<file path="src/hw/rtl/kcv3_pkg.sv">
// ----------------------------------------------------------------------------
// kcv3_pkg
// Shared types, codes and saturation helpers for the three-axis
// constant-velocity tracker.
// ----------------------------------------------------------------------------
`default_nettype none

package kcv3_pkg;

    // One input item.
    typedef struct packed {
        logic [1:0]         operation;
        logic signed [31:0] meas_x;
        logic signed [31:0] meas_y;
        logic signed [31:0] meas_z;
    } t_in_item;

    // One result item.
    typedef struct packed {
        logic signed [47:0] est_x;
        logic signed [47:0] est_y;
        logic signed [47:0] est_z;
        logic signed [47:0] est_vx;
        logic signed [47:0] est_vy;
        logic signed [47:0] est_vz;
        logic [46:0]        var_position;
        logic signed [47:0] cov_pos_vel;
        logic [46:0]        var_velocity;
        logic               saturated;
    } t_out_item;

    // Operation codes. The spare fourth code behaves as predict only.
    localparam logic [1:0] OP_UPDATE  = 2'd0;
    localparam logic [1:0] OP_PREDICT = 2'd1;
    localparam logic [1:0] OP_RESTART = 2'd2;
    localparam logic [1:0] OP_SPARE   = 2'd3;

    // Configuration register indexes.
    localparam logic [1:0] REG_PROC_NOISE = 2'd0;
    localparam logic [1:0] REG_MEAS_NOISE = 2'd1;
    localparam logic [1:0] REG_INIT_VAR   = 2'd2;

    // Multiply-divide jobs. Jobs below JOB_PP_R are per axis:
    // bits [2:1] give the axis, bit 0 clear is velocity, set is position.
    localparam logic [3:0] JOB_FIRST = 4'd0;
    localparam logic [3:0] JOB_PP_R  = 4'd6;
    localparam logic [3:0] JOB_PV_R  = 4'd7;
    localparam logic [3:0] JOB_PV_PV = 4'd8;

    // Commands from the controller to the datapath.
    typedef struct packed {
        logic       capture;
        logic       predict;
        logic       job_start;
        logic       job_write;
        logic [3:0] job;
        logic       out_load;
    } t_cmd;

    // Status from the datapath to the controller.
    typedef struct packed {
        logic update;
        logic job_done;
    } t_stat;

    localparam logic signed [65:0] MAX48 = 66'sh0_7FFF_FFFF_FFFF;
    localparam logic signed [65:0] MIN48 = -66'sh0_8000_0000_0000;

    // Clip to the signed 48-bit range; returns {clipped, value}.
    function automatic logic [48:0] sat48(input logic signed [65:0] v);
        logic [48:0] r;
        if (v > MAX48) begin
            r = {1'b1, 48'h7FFF_FFFF_FFFF};
        end else if (v < MIN48) begin
            r = {1'b1, 48'h8000_0000_0000};
        end else begin
            r = {1'b0, v[47:0]};
        end
        return r;
    endfunction

    // Clip a variance to [0, 2^47-1]; returns {clipped, value}.
    function automatic logic [48:0] sat_var(input logic signed [65:0] v);
        logic [48:0] r;
        if (v > MAX48) begin
            r = {1'b1, 48'h7FFF_FFFF_FFFF};
        end else if (v < 66'sd0) begin
            r = {1'b1, 48'd0};
        end else begin
            r = {1'b0, v[47:0]};
        end
        return r;
    endfunction

endpackage

`default_nettype wire

</file>
<file path="src/hw/rtl/kcv3_ctrl.sv">
// ----------------------------------------------------------------------------
// kcv3_ctrl
// Tracker controller: accepts an item, runs the predict step, steps the
// multiply-divide jobs of an update and hands the result to the output.
// ----------------------------------------------------------------------------
`default_nettype none

module kcv3_ctrl
    import kcv3_pkg::*;
#(
    parameter int NUM_AXES = 3
) (
    input  wire logic  i_clk,
    input  wire logic  i_rst_n,
    input  wire logic  i_in_valid,
    output logic       o_in_stall,
    output logic       o_out_valid,
    input  wire logic  i_out_stall,
    output t_cmd       o_cmd,
    input  wire t_stat i_stat
);

    localparam logic [2:0] S_IDLE  = 3'd0;
    localparam logic [2:0] S_PRED  = 3'd1;
    localparam logic [2:0] S_START = 3'd2;
    localparam logic [2:0] S_WAIT  = 3'd3;
    localparam logic [2:0] S_OUT   = 3'd4;

    logic [2:0] r_state;
    logic [2:0] n_state;
    logic [3:0] r_job;
    logic [3:0] n_job;
    logic [3:0] n_inc;
    logic       r_out_valid;
    logic       n_load;

    // Next job, skipping the per-axis jobs of unused axes.
    always_comb begin
        n_inc = r_job + 4'd1;
        if ((n_inc < JOB_PP_R) && (int'(n_inc[3:1]) >= NUM_AXES)) begin
            n_inc = JOB_PP_R;
        end
    end

    // State transitions and commands.
    always_comb begin
        n_state         = r_state;
        n_job           = r_job;
        n_load          = 1'b0;
        o_cmd           = '0;
        o_cmd.job       = r_job;
        case (r_state)
            S_IDLE: begin
                if (i_in_valid) begin
                    o_cmd.capture = 1'b1;
                    n_state       = S_PRED;
                end
            end
            S_PRED: begin
                o_cmd.predict = 1'b1;
                n_job         = JOB_FIRST;
                n_state       = i_stat.update ? S_START : S_OUT;
            end
            S_START: begin
                o_cmd.job_start = 1'b1;
                n_state         = S_WAIT;
            end
            S_WAIT: begin
                if (i_stat.job_done) begin
                    o_cmd.job_write = 1'b1;
                    if (r_job == JOB_PV_PV) begin
                        n_state = S_OUT;
                    end else begin
                        n_job   = n_inc;
                        n_state = S_START;
                    end
                end
            end
            S_OUT: begin
                if (!r_out_valid || !i_out_stall) begin
                    n_load         = 1'b1;
                    o_cmd.out_load = 1'b1;
                    n_state        = S_IDLE;
                end
            end
            default: begin
                n_state = S_IDLE;
            end
        endcase
    end

    always_ff @(posedge i_clk) begin
        if (!i_rst_n) begin
            r_state     <= S_IDLE;
            r_job       <= JOB_FIRST;
            r_out_valid <= 1'b0;
        end else begin
            r_state <= n_state;
            r_job   <= n_job;
            if (n_load) begin
                r_out_valid <= 1'b1;
            end else if (!i_out_stall) begin
                r_out_valid <= 1'b0;
            end
        end
    end

    assign o_in_stall  = (r_state != S_IDLE);
    assign o_out_valid = r_out_valid;

    // A job only finishes while the controller waits for it.
    a_done_in_wait: assert property (@(posedge i_clk) disable iff (!i_rst_n)
        i_stat.job_done |-> (r_state == S_WAIT))
        else $error("multiply-divide finished outside the wait state");

    // The job index stays within the job list.
    a_job_range: assert property (@(posedge i_clk) disable iff (!i_rst_n)
        (r_state == S_WAIT) |-> (r_job <= JOB_PV_PV))
        else $error("job index out of range");

    // An accepted item goes straight to the predict step.
    a_accept_pred: assert property (@(posedge i_clk) disable iff (!i_rst_n)
        (i_in_valid && !o_in_stall) |=> (r_state == S_PRED))
        else $error("accepted item did not enter the predict step");

    // A result is loaded only when the output register is free.
    a_load_free: assert property (@(posedge i_clk) disable iff (!i_rst_n)
        n_load |-> (!r_out_valid || !i_out_stall))
        else $error("result overwrote a pending output");

endmodule

`default_nettype wire

</file>
<file path="config.mk">
export PLATFORM = sky130hd
export DESIGN_NAME = kcv3_ctrl
export DESIGN_NICKNAME = d
export VERILOG_FILES = /design/src/hw/rtl/kcv3_pkg.sv /design/src/hw/rtl/kcv3_ctrl.sv
export SDC_FILE = /design/constraint.sdc
export NUM_CORES = 1
export LEC_CHECK = 0
export BUFFER_PORTS_ARGS = -buffer_cell sky130_fd_sc_hd__buf_4
export CORE_AREA = 2 2 39 41
export DETAILED_ROUTE_END_ITERATION = 10
export DIE_AREA = 0 0 41 43
export PLACE_DENSITY = 0.66
export SYNTH_ARGS = -nofsm -noshare
export SYNTH_HDL_FRONTEND = slang
export SYNTH_SLANG_ARGS = --single-unit
</file>
<file path="constraint.sdc">
create_clock -name i_clk -period 1.4 [get_ports i_clk]
set_clock_uncertainty 0.15 [all_clocks]
set_input_delay 0.07 -clock i_clk [delete_from_list [all_inputs] [get_ports i_clk]]
set_output_delay 0.07 -clock i_clk [all_outputs]
set_load 0.02 [all_outputs]
</file>
-- Word-level counts from Yosys, hierarchy flattened
Index checks and enable logic that the tools add are counted.
W data, S select, Z words.
- memories kept: 0
- ROM bits: 0
- bits in writable memories: 0
- bits of input ports: 6
- output and inout bits: 11
- register bits: 8
- logic and storage cells: 45
- bits in latches: 0
- eq/ne operators: 10
- shift-type cells: 0
- div/mod/pow operators: 0
- reduce and logical (&&, ||, !) cells: 9
- magnitude comparators: 2
- mux-type cells: 20
- $mul: 0
- add/subtract/negate cells: 1
- bitwise logic cells: 0
- operators by type and width (kind ; count):
    $mux W3 ; 5
    $pmux W3 S5 ; 1
    $mux W4 ; 3
    $mux W1 ; 10
    $ne A2 B2 Y1 const B ; 4
    $pmux W4 S2 ; 1
    $eq A3 B2 Y1 const B ; 2
    $reduce_and A3 Y1 ; 2
    $add A4 B1 Y4 const B ; 1
    $eq A4 B4 Y1 const B ; 1
    $lt A4 B3 Y1 const B ; 1
    $eq A3 B1 Y1 const B ; 1
    $eq A3 B3 Y1 const B ; 1
    $ge A3 B2 Y1 const B ; 1
    $logic_not A3 Y1 ; 1
    $reduce_bool A3 Y1 ; 1
    $logic_not A1 Y1 ; 2
    $ne A2 B1 Y1 const B ; 1
    $reduce_bool A2 Y1 ; 1
    $logic_and A1 B1 Y1 ; 1
    $logic_or A1 B1 Y1 ; 1

-- Logic depth before layout (Yosys ltp)
- word-level depth: 7
- mapped depth: 5
- gate-level depth less buffers: 5

-- Least setup slack after synthesis
Ideal clock, no wire load.
- path kind: reg-to-output
- from: reg r_state[1]
- to: out o_cmd[8] (netlist bit)
- path slack: -0.140 ns
- arrival time: 1.320 ns
- cell stages (with the launch flop): 4
- data required time: 1.180 ns
- path buffers: 1
- path through: dfxtp_1 buf_2 or3_2 nor2_1
- RTL lines (what ; RTL line ; RTL):
    start, declared ; kcv3_ctrl.sv:29 ; logic [2:0] r_state;
    start signal, assigned ; kcv3_ctrl.sv:98 ; r_state <= n_state;
    end, declared ; kcv3_ctrl.sv:19 ; output t_cmd o_cmd,

==> results.yml <==
clock_network:
  cts.path.max_buffers: 2
  numCtsBuffers: 3
  clk_pin_slew_ns: 0.05
  htreeDepth: 1
  numClockSinks: 8
  cts_tree: "done"
  root_buffer: "clkbuf_4"
  clock_latency_ns: 0.27
synth:
  yosysWarnings: 0
  yosysTopAreaCellShare_pct: 31.6
  syn-cell-area_um2: 507
  synthesis.nets: 71
  synth_cell_type_count: 32
  synth_area_leaders: "dfxtp_1 32%, ha_1 4.9%, nand3_1 4.9%"
  yosysTopAreaCell: "dfxtp_1"
  synth_area_per_cell_um2: 8.04
  yosysSeqAreaShare_pct: 31.6
  synthCells: 63
  ys_ff_latch: 8
power_and_ir_drop:
  irDropWorstVdd_uv: 397
  power_density_nw_per_um2: 632
  pwr-share-seq_pct: 38.7
  switchingPower_mw: 0.183
  power.share.clock_pct: 32.4
  combPwrFrac_pct: 28.9
  switching_share_pct: 29.5
  leakage_nw: 0.416
  p_int_mw: 0.437
floorplan:
  die_area_um2: 1760
  die_x_um: 41
  dieHeight_um: 43
  num_io_pins: 17
  start_util_pct: 36.6
  core_region_area_um2: 1380
  rows: 14
layout:
  nNetsFinal: 114
  fin_cells: 121
  register_area_um2: 176
  diodes: 0
  area.growth.synth_to_final_pct: 93.6
  multi_input_area_um2: 383
  num-fill-cells: 108
  fin_area_um2: 981
  drive_gt1_share_pct: 60.0
routing:
  drc: 0
  via_per_inst: 5.12
  routedWlPerCell_um: 13.4
  routed_wl_um: 1620
  drtAntennaViolNets: 0
  dr.first_iter.drc_count: 8
  firstDrtPassIters: 4
  vias: 620
setup_path:
  critPathKind: "reg -> out"
  crit_arrival_ns: 1.30
  crit_start: "r_state[0]"
  critPathCaptureType: "output port"
  start_kind: "flop"
  crit_path_max_fanout: 2
  r2r_start: "r_job[0]"
  rrSetupSlack_ns: -0.06
  r2r_cells: 4
  r2r-end: "r_job[3]"
  worst-endpoint-required_ns: 1.18
timing:
  setup_viol: 4
  slew_headroom_pct: 82.4
  min_period_ns: 1.52
  fin_ws_ns: -0.119
  hold_viol: 0
  period_share_pct: 109
  max_freq_mhz: 658
  final.setup.tns_ns: -0.250
  worst_slew_pin_slew_ns: 0.263
  drv_slew: 0
  rsz0062_at_grt: "yes"
global_routing:
  grt_use_total_pct: 18.7
  grt_max_degree: 13
  grt_pass1_wl_um: 2160
  grt_pass1_vias: 545
  grt_overflow: 0
  antenna_found_initial: 0
worst_hold_path:
  hold_class: "in -> reg"
  whs_path_depth: 4
  holdPathEnd: "r_state[0]"
  worst_hold_startpoint: "i_in_valid"
run_status:
  outcome: "finished, violations left"
  violations: "negative setup slack"
place:
  gp_congestion: 0.760
  dpl-instance-area_um2: 721
  placed_cells: 102
  place_hpwl_um: 991
  port_buffers: 16
  pre_cts_slack_ns: -0.0251
run:
  maxCapViolCount: 0
==> cells in the mapped netlist <==
cell type	n
or3b_1	1
dfxtp_1	8
and4b_1	1
buf_2	1
nand4b_1	1
and3_2	1
a31oi_1	1
nor3_1	1
nand3b_1	1
nand3_1	5
or3_2	1
buf_6	1
inv_1	5
a21boi_0	1
and2_1	1
or4_1	1
a2111oi_0	1
buf_4	1
nand4_1	2
nand2b_4	1
o21ai_0	2
a211o_1	1
and4bb_2	1
a2bb2oi_1	1
nor2_1	6
o22ai_1	1
o211ai_1	1
nand2_1	5
o31a_1	1
nand2b_1	2
ha_1	2
a21oi_1	4
==> worst max path at each step <==
stage | endpoint | slack [ns] | cells after the start
4_1_cts | o_cmd[8] | -0.13 | 4
3_5_place_dp | r_job[1] | -0.03 | 5
3_3_place_gp | r_job[1] | -0.03 | 5
6_report | o_cmd[8] | -0.12 | 4
5_1_grt | r_job[3] | -0.18 | 4
2_1_floorplan | r_job[1] | 0.0009 | 5
==> power by group through the flow <==
stage / registers, mW / logic, mW / clock network, mW
floorplan: 0.242 / 0.0758 / 0
global placement: 0.244 / 0.131 / 0
detailed placement: 0.244 / 0.132 / 0
CTS: 0.240 / 0.157 / 0.207
global route: 0.241 / 0.190 / 0.220
finish: 0.240 / 0.179 / 0.201
==> metal layers <==
metal  global-route usage [%]  vias up  wire [um]
met5                        0        -          0
met4                     11.3        0         23
met3                     8.38        2         85
met2                     26.3       17        793
met1                     22.2      288        721
li1                         -      313          -
==> worst max-delay path: stages (launching register included) <==
cell and delay (ns):
dfxtp_4 0.34, buf_6 0.11, or3_4 0.40, nor2_4 0.09, buf_6 0.11
==> kinds of logic (layout without fill, tap and decap cells) <==
family,Yosys count,after routing,share of synthesized area (%)
and+or+nand+nor,31,31,36.8
AOI/OAI and AO/OA,14,14,18.3
DFF,8,8,31.6
buffers and inverters,8,50,8.39
adders and majority gates,2,2,4.94
==> registers in the layout (all words and copies together), names as in the netlist <==
name and count:
o_out_valid 1, r_job 4, r_state 3
==> layout by cell type, fill, tap and decap left out, drive strengths merged, types with 2 or more instances in the layout <==
master       instances
buf                 37
dfxtp                8
nor2                 6
nand3                5
inv                  5
nand2                5
dlygate4sd3          4
a21oi                4
clkbuf               4
nand2b               3
nand4                2
ha                   2
o21ai                2
==> timing repair <==
item / in CTS / in global routing
gates cloned: 0 / 0
setup endpoints to repair: 5 / 12
hold buffers: 4 / 0
hold endpoints to repair: 5 / 0
pin swaps: 6 / 7
buffers inserted: 4 / 8
resized for setup: 10 / 24
==> cell type report <==
cell class | count | share of cell area, %
Tap cell | 16 | 2.04
Timing Repair Buffer | 41 | 35.8
Sequential cell | 8 | 18.0
Clock buffer | 4 | 2.68
Multi-Input combinational cell | 47 | 39.0
Inverter | 5 | 2.42
==> metrics by stage <==
step	total power [mW]	hold slack, ns	utilization [%]
after floorplan	0.318	0.0648	-
after global placement	0.375	0.199	52.1
after detailed placement	0.376	0.205	52.1
after CTS	0.604	0.0419	60.3
after global routing	0.651	0.0529	70.9
final	0.620	0.0480	70.9
No activity file was read; power rests on OpenSTA's default activity.
